[src/sv/bsrq_pkg.sv]
// Shared types, constants and pointer helpers for the batched SPSC ring queue.
package bsrq_pkg;

    localparam int RING_DEPTH = 64;
    localparam int WORD_WIDTH = 64;
    localparam int SLOT_W     = $clog2(RING_DEPTH);
    localparam int DIST_W     = SLOT_W + 1;
    localparam int COUNT_W    = 6;
    localparam int BATCH_W    = 6;
    localparam int DATA_W     = 64;
    localparam int CMD_W      = 2;

    localparam logic [BATCH_W-1:0] BATCH_RESET = BATCH_W'(4);

    localparam logic [CMD_W-1:0] CMD_PRODUCE = 2'd0;
    localparam logic [CMD_W-1:0] CMD_CONSUME = 2'd1;
    localparam logic [CMD_W-1:0] CMD_FLUSH   = 2'd2;

    typedef logic [SLOT_W-1:0]     t_slot;
    typedef logic [DIST_W-1:0]     t_dist;
    typedef logic [COUNT_W-1:0]    t_count;
    typedef logic [BATCH_W-1:0]    t_batch;
    typedef logic [WORD_WIDTH-1:0] t_word;

    typedef struct packed {
        logic [CMD_W-1:0]  command;
        logic [DATA_W-1:0] write_data;
    } t_cmd_in;

    typedef struct packed {
        logic              accepted;
        logic [DATA_W-1:0] read_data;
        t_count            unpublished_count;
        t_count            readable_count;
    } t_result;

    // Next slot round the ring; depth need not be a power of two.
    function automatic t_slot slot_after(input t_slot s);
        t_slot r;
        if (s == SLOT_W'(RING_DEPTH - 1)) begin
            r = '0;
        end else begin
            r = s + 1'b1;
        end
        return r;
    endfunction

    // Forward distance from one slot to another, modulo the depth.
    function automatic t_dist ring_dist(input t_slot from_s, input t_slot to_s);
        t_dist f;
        t_dist t;
        t_dist r;
        f = {1'b0, from_s};
        t = {1'b0, to_s};
        if (t >= f) begin
            r = t - f;
        end else begin
            r = t + DIST_W'(RING_DEPTH) - f;
        end
        return r;
    endfunction

endpackage

[src/sv/bsrq_ram.sv]
// Ring storage: one write port, one read port, registered read data.
module bsrq_ram (
    input  logic              i_clk,
    input  logic              i_we,
    input  bsrq_pkg::t_slot   i_waddr,
    input  bsrq_pkg::t_word   i_wdata,
    input  logic              i_re,
    input  bsrq_pkg::t_slot   i_raddr,
    output bsrq_pkg::t_word   o_rdata
);

    bsrq_pkg::t_word mem [bsrq_pkg::RING_DEPTH];
    bsrq_pkg::t_word r_rdata;

    always_ff @(posedge i_clk) begin
        if (i_we) begin
            mem[i_waddr] <= i_wdata;
        end
    end

    always_ff @(posedge i_clk) begin
        if (i_re) begin
            r_rdata <= mem[i_raddr];
        end
    end

    assign o_rdata = r_rdata;

endmodule

[src/sv/batched_spsc_ring_queue.sv]
// Top level of the batched single-producer single-consumer ring queue.
//
// Usage:
//   Command channel: present i_cmd and raise start; the command is taken at
//   a rising edge where start is high and busy is low. Commands are produce
//   (store write_data), consume (take the oldest published word) and flush
//   (publish the producer position at once).
//   Result channel: o_valid strobes for one cycle with o_result, in the
//   cycle after the command was taken. The receiver cannot stall; it must
//   take every word as it goes by.
//   Throughput: one command per cycle while busy is low. The storage read
//   port is registered, which puts the result in the cycle after the command;
//   pointers and batch counters are updated in the same cycle the command is taken.
//   Configuration: i_cfg_we writes batch_size from i_cfg_wdata; write it
//   only while no result is outstanding.
//   Reset: synchronous, active low. All pointers and counters clear, batch
//   size returns to 4, and busy stays high until the first clock edge after reset
//   is released. Storage is not cleared: only published, written slots are
//   ever read.
module batched_spsc_ring_queue (
    input  logic                         i_clk,
    input  logic                         i_rst_n,
    input  logic                         start,
    output logic                         busy,
    input  bsrq_pkg::t_cmd_in            i_cmd,
    output logic                         o_valid,
    output bsrq_pkg::t_result            o_result,
    input  logic                         i_cfg_we,
    input  logic [bsrq_pkg::BATCH_W-1:0] i_cfg_wdata
);

    // Producer side state
    bsrq_pkg::t_slot  r_pnext, n_pnext;   // next slot to write
    bsrq_pkg::t_slot  r_pcopy, n_pcopy;   // producer's copy of read position
    bsrq_pkg::t_batch r_pcnt,  n_pcnt;    // produces since last publish
    bsrq_pkg::t_slot  r_pubw,  n_pubw;    // published write position
    // Consumer side state
    bsrq_pkg::t_slot  r_cnext, n_cnext;   // next slot to read
    bsrq_pkg::t_slot  r_ccopy, n_ccopy;   // consumer's copy of write position
    bsrq_pkg::t_batch r_ccnt,  n_ccnt;    // consumes since last publish
    bsrq_pkg::t_slot  r_pubr,  n_pubr;    // published read position

    bsrq_pkg::t_batch r_batch;
    logic             r_busy;

    // Result registers; read data joins from the storage output register
    logic             r_valid;
    logic             r_acc,   n_acc;
    logic             r_rd,    n_rd;
    bsrq_pkg::t_count r_unpub, n_unpub;
    bsrq_pkg::t_count r_rdbl,  n_rdbl;

    logic             take;
    logic             mem_we;
    logic             mem_re;
    bsrq_pkg::t_word  mem_q;
    bsrq_pkg::t_slot  p_after;
    bsrq_pkg::t_batch p_inc;
    bsrq_pkg::t_batch c_inc;
    logic             full;
    logic             empty;

    assign take = start & ~busy;
    assign busy = r_busy;

    bsrq_ram u_ram (
        .i_clk   (i_clk),
        .i_we    (mem_we),
        .i_waddr (r_pnext),
        .i_wdata (i_cmd.write_data[bsrq_pkg::WORD_WIDTH-1:0]),
        .i_re    (mem_re),
        .i_raddr (r_cnext),
        .o_rdata (mem_q)
    );

    // Command decode and pointer update
    always_comb begin
        n_pnext = r_pnext;
        n_pcopy = r_pcopy;
        n_pcnt  = r_pcnt;
        n_pubw  = r_pubw;
        n_cnext = r_cnext;
        n_ccopy = r_ccopy;
        n_ccnt  = r_ccnt;
        n_pubr  = r_pubr;
        n_acc   = 1'b0;
        n_rd    = 1'b0;
        mem_we  = 1'b0;
        mem_re  = 1'b0;
        full    = 1'b0;
        empty   = 1'b0;
        p_after = bsrq_pkg::slot_after(r_pnext);
        p_inc   = r_pcnt + 1'b1;
        c_inc   = r_ccnt + 1'b1;

        if (take) begin
            case (i_cmd.command)
                bsrq_pkg::CMD_PRODUCE: begin
                    // Refresh the read copy only when it claims full
                    if (p_after == r_pcopy) begin
                        if (p_after == r_pubr) begin
                            full = 1'b1;
                        end else begin
                            n_pcopy = r_pubr;
                        end
                    end
                    if (!full) begin
                        mem_we  = 1'b1;
                        n_pnext = p_after;
                        n_acc   = 1'b1;
                        if (p_inc >= r_batch) begin
                            n_pubw = p_after;
                            n_pcnt = '0;
                        end else begin
                            n_pcnt = p_inc;
                        end
                    end
                end
                bsrq_pkg::CMD_CONSUME: begin
                    if (r_cnext == r_ccopy) begin
                        if (r_cnext == r_pubw) begin
                            empty = 1'b1;
                        end else begin
                            n_ccopy = r_pubw;
                        end
                    end
                    if (!empty) begin
                        mem_re  = 1'b1;
                        n_rd    = 1'b1;
                        n_cnext = bsrq_pkg::slot_after(r_cnext);
                        n_acc   = 1'b1;
                        if (c_inc >= r_batch) begin
                            n_pubr = n_cnext;
                            n_ccnt = '0;
                        end else begin
                            n_ccnt = c_inc;
                        end
                    end
                end
                bsrq_pkg::CMD_FLUSH: begin
                    n_pubw = r_pnext;
                    n_pcnt = '0;
                    n_acc  = 1'b1;
                end
                default: begin
                    // unused code: no change, not accepted
                end
            endcase
        end

        n_unpub = bsrq_pkg::COUNT_W'(bsrq_pkg::ring_dist(n_pubw, n_pnext));
        n_rdbl  = bsrq_pkg::COUNT_W'(bsrq_pkg::ring_dist(n_cnext, n_pubw));
    end

    always_ff @(posedge i_clk) begin
        if (!i_rst_n) begin
            r_pnext <= '0;
            r_pcopy <= '0;
            r_pcnt  <= '0;
            r_pubw  <= '0;
            r_cnext <= '0;
            r_ccopy <= '0;
            r_ccnt  <= '0;
            r_pubr  <= '0;
            r_batch <= bsrq_pkg::BATCH_RESET;
            r_busy  <= 1'b1;
            r_valid <= 1'b0;
            r_acc   <= 1'b0;
            r_rd    <= 1'b0;
        end else begin
            r_pnext <= n_pnext;
            r_pcopy <= n_pcopy;
            r_pcnt  <= n_pcnt;
            r_pubw  <= n_pubw;
            r_cnext <= n_cnext;
            r_ccopy <= n_ccopy;
            r_ccnt  <= n_ccnt;
            r_pubr  <= n_pubr;
            if (i_cfg_we) begin
                r_batch <= i_cfg_wdata;
            end
            r_busy  <= 1'b0;
            r_valid <= take;
            r_acc   <= n_acc;
            r_rd    <= n_rd;
        end
    end

    // Count fields are payload: no reset needed
    always_ff @(posedge i_clk) begin
        r_unpub <= n_unpub;
        r_rdbl  <= n_rdbl;
    end

    assign o_valid                    = r_valid;
    assign o_result.accepted          = r_acc;
    assign o_result.read_data         = r_rd ? bsrq_pkg::DATA_W'(mem_q) : '0;
    assign o_result.unpublished_count = r_unpub;
    assign o_result.readable_count    = r_rdbl;

    // Every taken command yields exactly one result word, the next cycle
    a_result_follows: assert property (@(posedge i_clk) disable iff (!i_rst_n)
        take |=> o_valid)
        else $error("result strobe missing after a taken command");

    a_no_spurious: assert property (@(posedge i_clk) disable iff (!i_rst_n)
        !take |=> !o_valid)
        else $error("result strobe without a taken command");

    // Consumer never runs past the producer, and one slot always stays free
    a_occupancy: assert property (@(posedge i_clk) disable iff (!i_rst_n)
        (32'(bsrq_pkg::ring_dist(r_cnext, r_pubw))
            + 32'(bsrq_pkg::ring_dist(r_pubw, r_pnext))) < 32'(bsrq_pkg::RING_DEPTH))
        else $error("ring pointers out of order");

    // Storage is read only for a successful consume
    a_read_gated: assert property (@(posedge i_clk) disable iff (!i_rst_n)
        mem_re |-> (take && (i_cmd.command == bsrq_pkg::CMD_CONSUME) && !empty))
        else $error("storage read outside a successful consume");

endmodule

[config.mk]
export PLATFORM = sky130hd
export DESIGN_NAME = batched_spsc_ring_queue
export DESIGN_NICKNAME = d
export VERILOG_FILES = /design/src/sv/bsrq_pkg.sv /design/src/sv/bsrq_ram.sv /design/src/sv/batched_spsc_ring_queue.sv
export SDC_FILE = /design/constraint.sdc
export NUM_CORES = 2
export LEC_CHECK = 0
export ABC_CLOCK_PERIOD_IN_PS = 10800
export BUFFER_PORTS_ARGS = -buffer_cell sky130_fd_sc_hd__buf_4
export CORE_MARGIN = 1
export CORE_UTILIZATION = 51
export DETAILED_ROUTE_END_ITERATION = 6
export PLACE_DENSITY = 0.65
export SLEW_MARGIN = 40
export SYNTH_ARGS = -nofsm -noshare
export SYNTH_HDL_FRONTEND = slang
export SYNTH_SLANG_ARGS = --single-unit
[constraint.sdc]
create_clock -name i_clk -period 10.8 [get_ports i_clk]
set_input_delay 1.08 -clock i_clk [delete_from_list [all_inputs] [get_ports i_clk]]
set_output_delay 1.08 -clock i_clk [all_outputs]
set_load 0.005 [all_outputs]
== Word level (Yosys, flattened, before mapping) ==
Memory sizes are Yosys's and may differ from the RTL's. A register that Yosys moved wholly into a read port is not among the register bits.
Cells that the tools add are included.

* Memories: 1
* Memory bits (read-only): 0
* Output and inout bits: 79
* Register bits: 70
* RAM bits: 4096
* Latch bits: 0

{| class="wikitable"
|+ Memory list
! memory !! words !! width !! rd ports !! clocked after Yosys merged registers in !! wr ports !! line !! RTL
|-
| u_ram.mem || 64 || 64 || 1 || 1 || 1 || bsrq_ram.sv:12 || <nowiki>bsrq_pkg::t_word mem [bsrq_pkg::RING_DEPTH];</nowiki>
|}

* Reductions and logical operators: 8
* Multipliers: 0
* Bitwise logic cells: 5
* Multiplexer cells: 37
* Divide/modulo/power cells: 0
* Shift-type cells: 0
* Add/subtract/negate cells: 10
* Equality and inequality tests: 9
* $lt $le $gt $ge: 4

{| class="wikitable"
|+ Operator list
! cell !! count
|-
| $mux 6 || 16
|-
| $mux 64 || 1
|-
| $add 6x1->6 const B || 6
|-
| $eq 6x6->1 || 4
|-
| $ge 6x6->1 || 4
|-
| $pmux 6 s2 || 2
|-
| $sub 6x6->6 || 4
|-
| $mux 1 || 17
|-
| $eq 6x6->1 const B || 2
|-
| $reduce_and 4->1 || 3
|-
| $reduce_and 3->1 || 2
|-
| $not 1->1 || 4
|-
| $pmux 1 s3 || 1
|-
| $eq 2x1->1 const B || 1
|-
| $eq 2x2->1 const B || 1
|-
| $logic_not 2->1 || 1
|-
| $ne 2x2->1 const B || 1
|-
| $reduce_and 2->1 || 1
|-
| $reduce_bool 2->1 || 1
|-
| $and 1x1->1 || 1
|}

== Depth between registers and ports, before layout ==
* Depth in word-level cells: 13
* Gate-level depth with buffers: 18
* Mapped depth without buffers: 18

== By module ==
Synthesis repeated with hierarchy kept, for this count alone.

* Cell total of the unflattened synthesis: 7118
* Area, all modules: 161412.3 um^2

{| class="wikitable"
|+ By module, submodules not included
! module !! cells each !! sequential area each (um^2) !! area each (um^2) !! times used
|-
| bsrq_ram || 6598 || 124919.8 || 156989.3 || 1
|-
| batched_spsc_ring_queue || 520 || 1401.3 || 4423.0 || 1
|}

== Worst setup path after synthesis ==
Ideal clock, no wire load.

* Path kind: input-to-reg
* Start point: input port start
* End point: memory u_ram.mem[45][0] (netlist name), enable pin
* Data arrival time: 5.262 ns
* Stages on the path: 7
* Setup time: 0.487 ns
* Required time: 10.313 ns
* Path slack: 5.052 ns
* Path through: nor2b_1 > nand2_1 > nor2_1 > o41ai_4 > or4_1 > clkbuf_1 > nor2_1

* Cells in the longest elaborated chain, start to end: 4

{| class="wikitable"
|+ Ends and longest elaborated chain
! item !! line !! RTL
|-
| start, declared || batched_spsc_ring_queue.sv:23 || <nowiki>input logic start,</nowiki>
|-
| $and 1x1->1 || batched_spsc_ring_queue.sv:63 || <nowiki>assign take = start & ~busy;</nowiki>
|-
| $mux 1 || batched_spsc_ring_queue.sv:96 || <nowiki>if (take) begin</nowiki>
|-
| $mux 1 || bsrq_ram.sv:16 || <nowiki>if (i_we) begin</nowiki>
|-
| $mux 1 (implied by the code) || bsrq_ram.sv:17 || <nowiki>mem[i_waddr] <= i_wdata;</nowiki>
|-
| end, declared || bsrq_ram.sv:12 ||
|}

No other way between the ends.

== Worst setup path after layout ==
* Start point: register r_pnext[5]
* End point: memory u_ram.mem[5][34] (netlist name), enable pin

* Cells in the longest elaborated chain, start to end: 12

{| class="wikitable"
|+ Ends and longest elaborated chain
! item !! line !! RTL
|-
| start, declared || batched_spsc_ring_queue.sv:33 || <nowiki>bsrq_pkg::t_slot r_pnext, n_pnext;</nowiki>
|-
| start signal, assigned || batched_spsc_ring_queue.sv:171 || <nowiki>r_pnext <= n_pnext;</nowiki>
|-
| $add 6x1->6 or $eq 6x6->1 (tied branches) || bsrq_pkg.sv:43, bsrq_pkg.sv:40 ||
|-
| $mux 6 || bsrq_pkg.sv:40 || <nowiki>if (s == SLOT_W'(RING_DEPTH - 1)) begin</nowiki>
|-
| $eq 6x6->1 || batched_spsc_ring_queue.sv:101 || <nowiki>if (p_after == r_pubr) begin</nowiki>
|-
| $mux 1 || batched_spsc_ring_queue.sv:101 ||
|-
| $mux 1 || batched_spsc_ring_queue.sv:100 || <nowiki>if (p_after == r_pcopy) begin</nowiki>
|-
| $mux 1 || batched_spsc_ring_queue.sv:97 || <nowiki>case (i_cmd.command)</nowiki>
|-
| $mux 1 || batched_spsc_ring_queue.sv:96 ||
|-
| $mux 1 || batched_spsc_ring_queue.sv:107 || <nowiki>if (!full) begin</nowiki>
|-
| $mux 1 || batched_spsc_ring_queue.sv:97 ||
|-
| $mux 1 || batched_spsc_ring_queue.sv:96 ||
|-
| $mux 1 || bsrq_ram.sv:16 ||
|-
| $mux 1 (implied by the code) || bsrq_ram.sv:17 ||
|}

Parallel ways exist; a longest one is shown, timed or not. The select of a mux whose other input is x is not followed.

==> out/results.txt <==
met2 wire len - 213000 um
Yosys Warn Count - 0
CTS root buf - clkbuf_16
CTS tree - yes
Setup-failing EPs final - 0
Core ar. - 315000 um2
vias - 80700
CP Class - reg2reg
Largest stage delay, worst path - 0.91 ns
vias in the first global route - 79500
Top Family by Delay on Critical Path - simple AND/OR/NAND/NOR gates
pwr dens - 180 nW/um2
WL met1 - 170000 um
status - finished, final reports clean
crit path max fanout - 27
sw frac - 19.7%
sw power - 0.00651 W
row count - 206
grt ovf - 0
slowest CP cell - or4_2
Detailed Place HPWL - 243000 um
P_int - 0.0265 W
Die Span Y - 566 um
share of flip-flops with an asynchronous set or reset - 0%
distinct cell type count after synthesis - 65
CP Capture Type - flop
critical path arrival - 6.72 ns
Clock power frac - 43.4%
Wirelength per Cell - 35.6 um
Post-Syn Nets - 7495
final cycle utilization of the critical path - 57.1%
drt total wl - 437000 um
Syn-to-layout area delta - 13.1%
Clock Skews - 0.0556 ns
CTS resizes - 0
clock-pin slew on the worst setup and hold paths - 0.06 ns
Final GP Congestion - 0.819
Placed Instances - 11500
worst-skew pair later-pin latency - 0.96 ns
Worst slew margin - 38.3%
Avg Inst Size Synth - 21.9 um2
most common cell after layout, fill and taps aside - edfxtp_1
cells after synthesis - 7391
residual DRC count - 0
Place WS - 4.72 ns
sequential area share after synthesis - 77.9%
peak supply drop - 0.133 mV
Post-synth EDFFs - 4160
Most used DFF post-synth - edfxtp_1
gr usage total - 27.1%
Met3 Wirelength - 43700 um
H-tree Lvls - 5
first-pass GRT wire length - 611000 um
Final Max Slew Viols - 0
#FFs+latches synth - 4230
Hold Worst Slack - 0.342 ns
register share of total power - 54.7%
Max Buffers Root-to-Sink - 4
Final Util - 58.1%
cell area after synthesis - 162000 um2
hold buffers post-CTS - 0
CTS Buf Count - 416
Worst EP required - 11.35 ns
1st-pass router iterations - 6
input/output buffers - 154
Hold WC Path Type - in2reg
most used cell, CP - buf_4
nets - 7858
Least-Margin Pin Slew - 0.925 ns
initial antenna violation count - 61
Max-Cap Viols - 0
# Post-CTS Setup Buffers - 0
DR iter-0 viols - 10800
Combinational Power Share - 1.9%
full die area - 320000 um2
pin count of the biggest net entering global routing - 125
max frequency - 162 MHz
CP Launch Type - flop
most frequent cells in the layout - edfxtp_1 (4160), mux4_2 (900), mux2i_1 (566)
Leak Pwr - 54.8 nW
RSZ-0062 raised after global routing - false
layout cells sized above 1 - 24.2%
Finished Layout Cells - 12300
Final WS setup - 4.64 ns
Final Hold Fails - 0
Die Width - 566 um
worst-path cell chain - or3b_1 > o21ai_2 > or3_2 > a22oi_4 > o41ai_4 > or4_2 > nor2_4 > buf_4 > buf_4
Clock Sinks - 4230
I/O Pins - 155
Via density - 6.58
CP bufs+invs - 2
initial core utilization - 51.4%
DRT antenna net count - 0
uppermost layer routed - met5
Final min period - 6.16 ns
Sum Neg Setup Slack - 0 ns
==> synthesized netlist by cell type, types with 4 or more instances <==
library cell	number	area (um2)
a21o_1	11	82.6
buf_4	5	37.5
xor2_1	20	175
a21oi_1	198	991
or2_2	5	31.3
buf_2	120	601
edfxtp_1	4160	125000
nand3_1	18	90.1
nand4_1	6	37.5
o22ai_1	174	1090
inv_1	24	90.1
nor2b_1	7	43.8
o21ai_0	88	440
xnor2_1	29	254
nor3_1	5	25.0
nor2_1	117	439
a22oi_1	4	30.0
mux4_2	900	20300
clkbuf_1	223	837
nand2b_1	5	31.3
or3_1	5	31.3
dfxtp_1	70	1400
nand2_1	127	477
and2_1	78	488
o221ai_1	272	2380
buf_1	72	270
ha_1	26	325
a32oi_1	4	35.0
mux2i_1	566	5670
==> path summary, 6_finish.rpt <==
| kind | startpoint | endpoint | slack [ns] | cells past startpoint |
|---|---|---|---|---|
| worst max-delay path | r_pnext[5]$_SDFF_PN0_ | u_ram.mem[5][34]$_DFFE_PP_ | 4.64 | 9 |
| worst max register to register | r_pnext[5]$_SDFF_PN0_ | u_ram.mem[5][34]$_DFFE_PP_ | 4.64 | 9 |
| worst min register to register | r_batch[3]$_SDFFE_PN0P_ | r_batch[3]$_SDFFE_PN0P_ | 0.51 | 2 |
| worst min-delay path | i_cfg_wdata[2] | r_batch[2]$_SDFFE_PN1P_ | 0.34 | 3 |
==> routing by layer <==
layer / up-vias / track usage [%]
met5: - / 0
met4: 8 / 7.34
met3: 576 / 6.00
met2: 4478 / 43.6
met1: 43500 / 37.6
li1: 32200 / -
==> flip-flops by register name, indices dropped and copies added, names as in the netlist, 6 cells and up <==
name,flops
r_pcnt,6
r_cnext,6
r_rdbl,6
r_ccnt,6
r_pcopy,6
r_unpub,6
r_pubr,6
r_pnext,6
r_pubw,6
u_ram.o_rdata,64
u_ram.mem,4096
r_batch,6
r_ccopy,6
==> worst register-to-register path, cell delays in order, from the launching register on <==
cell     delay (ns)
dfxtp_1        0.79
or3b_1         0.74
o21ai_2        0.10
or3_2          0.50
a22oi_4        0.31
o41ai_4        0.19
or4_2          0.91
nor2_4         0.72
buf_4          0.57
buf_4          0.80
==> power groups by stage <==
stage	clock [W]	combinational [W]	sequential (W)
2_1_floorplan	0	0.000261	0.0184
3_3_place_gp	0	0.000592	0.0184
3_5_place_dp	0	0.000617	0.0184
4_1_cts	0.0145	0.000617	0.0180
5_1_grt	0.0151	0.000661	0.0180
6_report	0.0143	0.000614	0.0181
==> through the flow <==
step / power (W) / area (um2)
after floorplan: 0.0187 / 162000
after global placement: 0.0190 / 169000
after detailed placement: 0.0190 / 170000
after CTS: 0.0331 / 183000
after global routing: 0.0338 / 183000
final: 0.0330 / 183000
==> final cells by class <==
class,count,area (um2)
fillers,22500,132000
flip-flops and latches,4230,126000
multi-input cells,2711,34500
clock buffers,491,10800
well taps,4160,5200
repair buffers,368,3670
clock inverters,269,2620
inverters,27,119
diodes,19,47.5
==> cell families after synthesis <==
| group | synth area share [%] |
|---|---|
| AND/OR/NAND/NOR | 1.12 |
| XOR/XNOR | 0.275 |
| adder cells (fa/ha/maj) | 0.225 |
| AO/OA/AOI/OAI | 3.30 |
| multiplexers | 16.0 |
| buffers and inverters | 1.16 |
| flip-flops | 77.9 |
No activity file was read; power rests on OpenSTA's default activity.
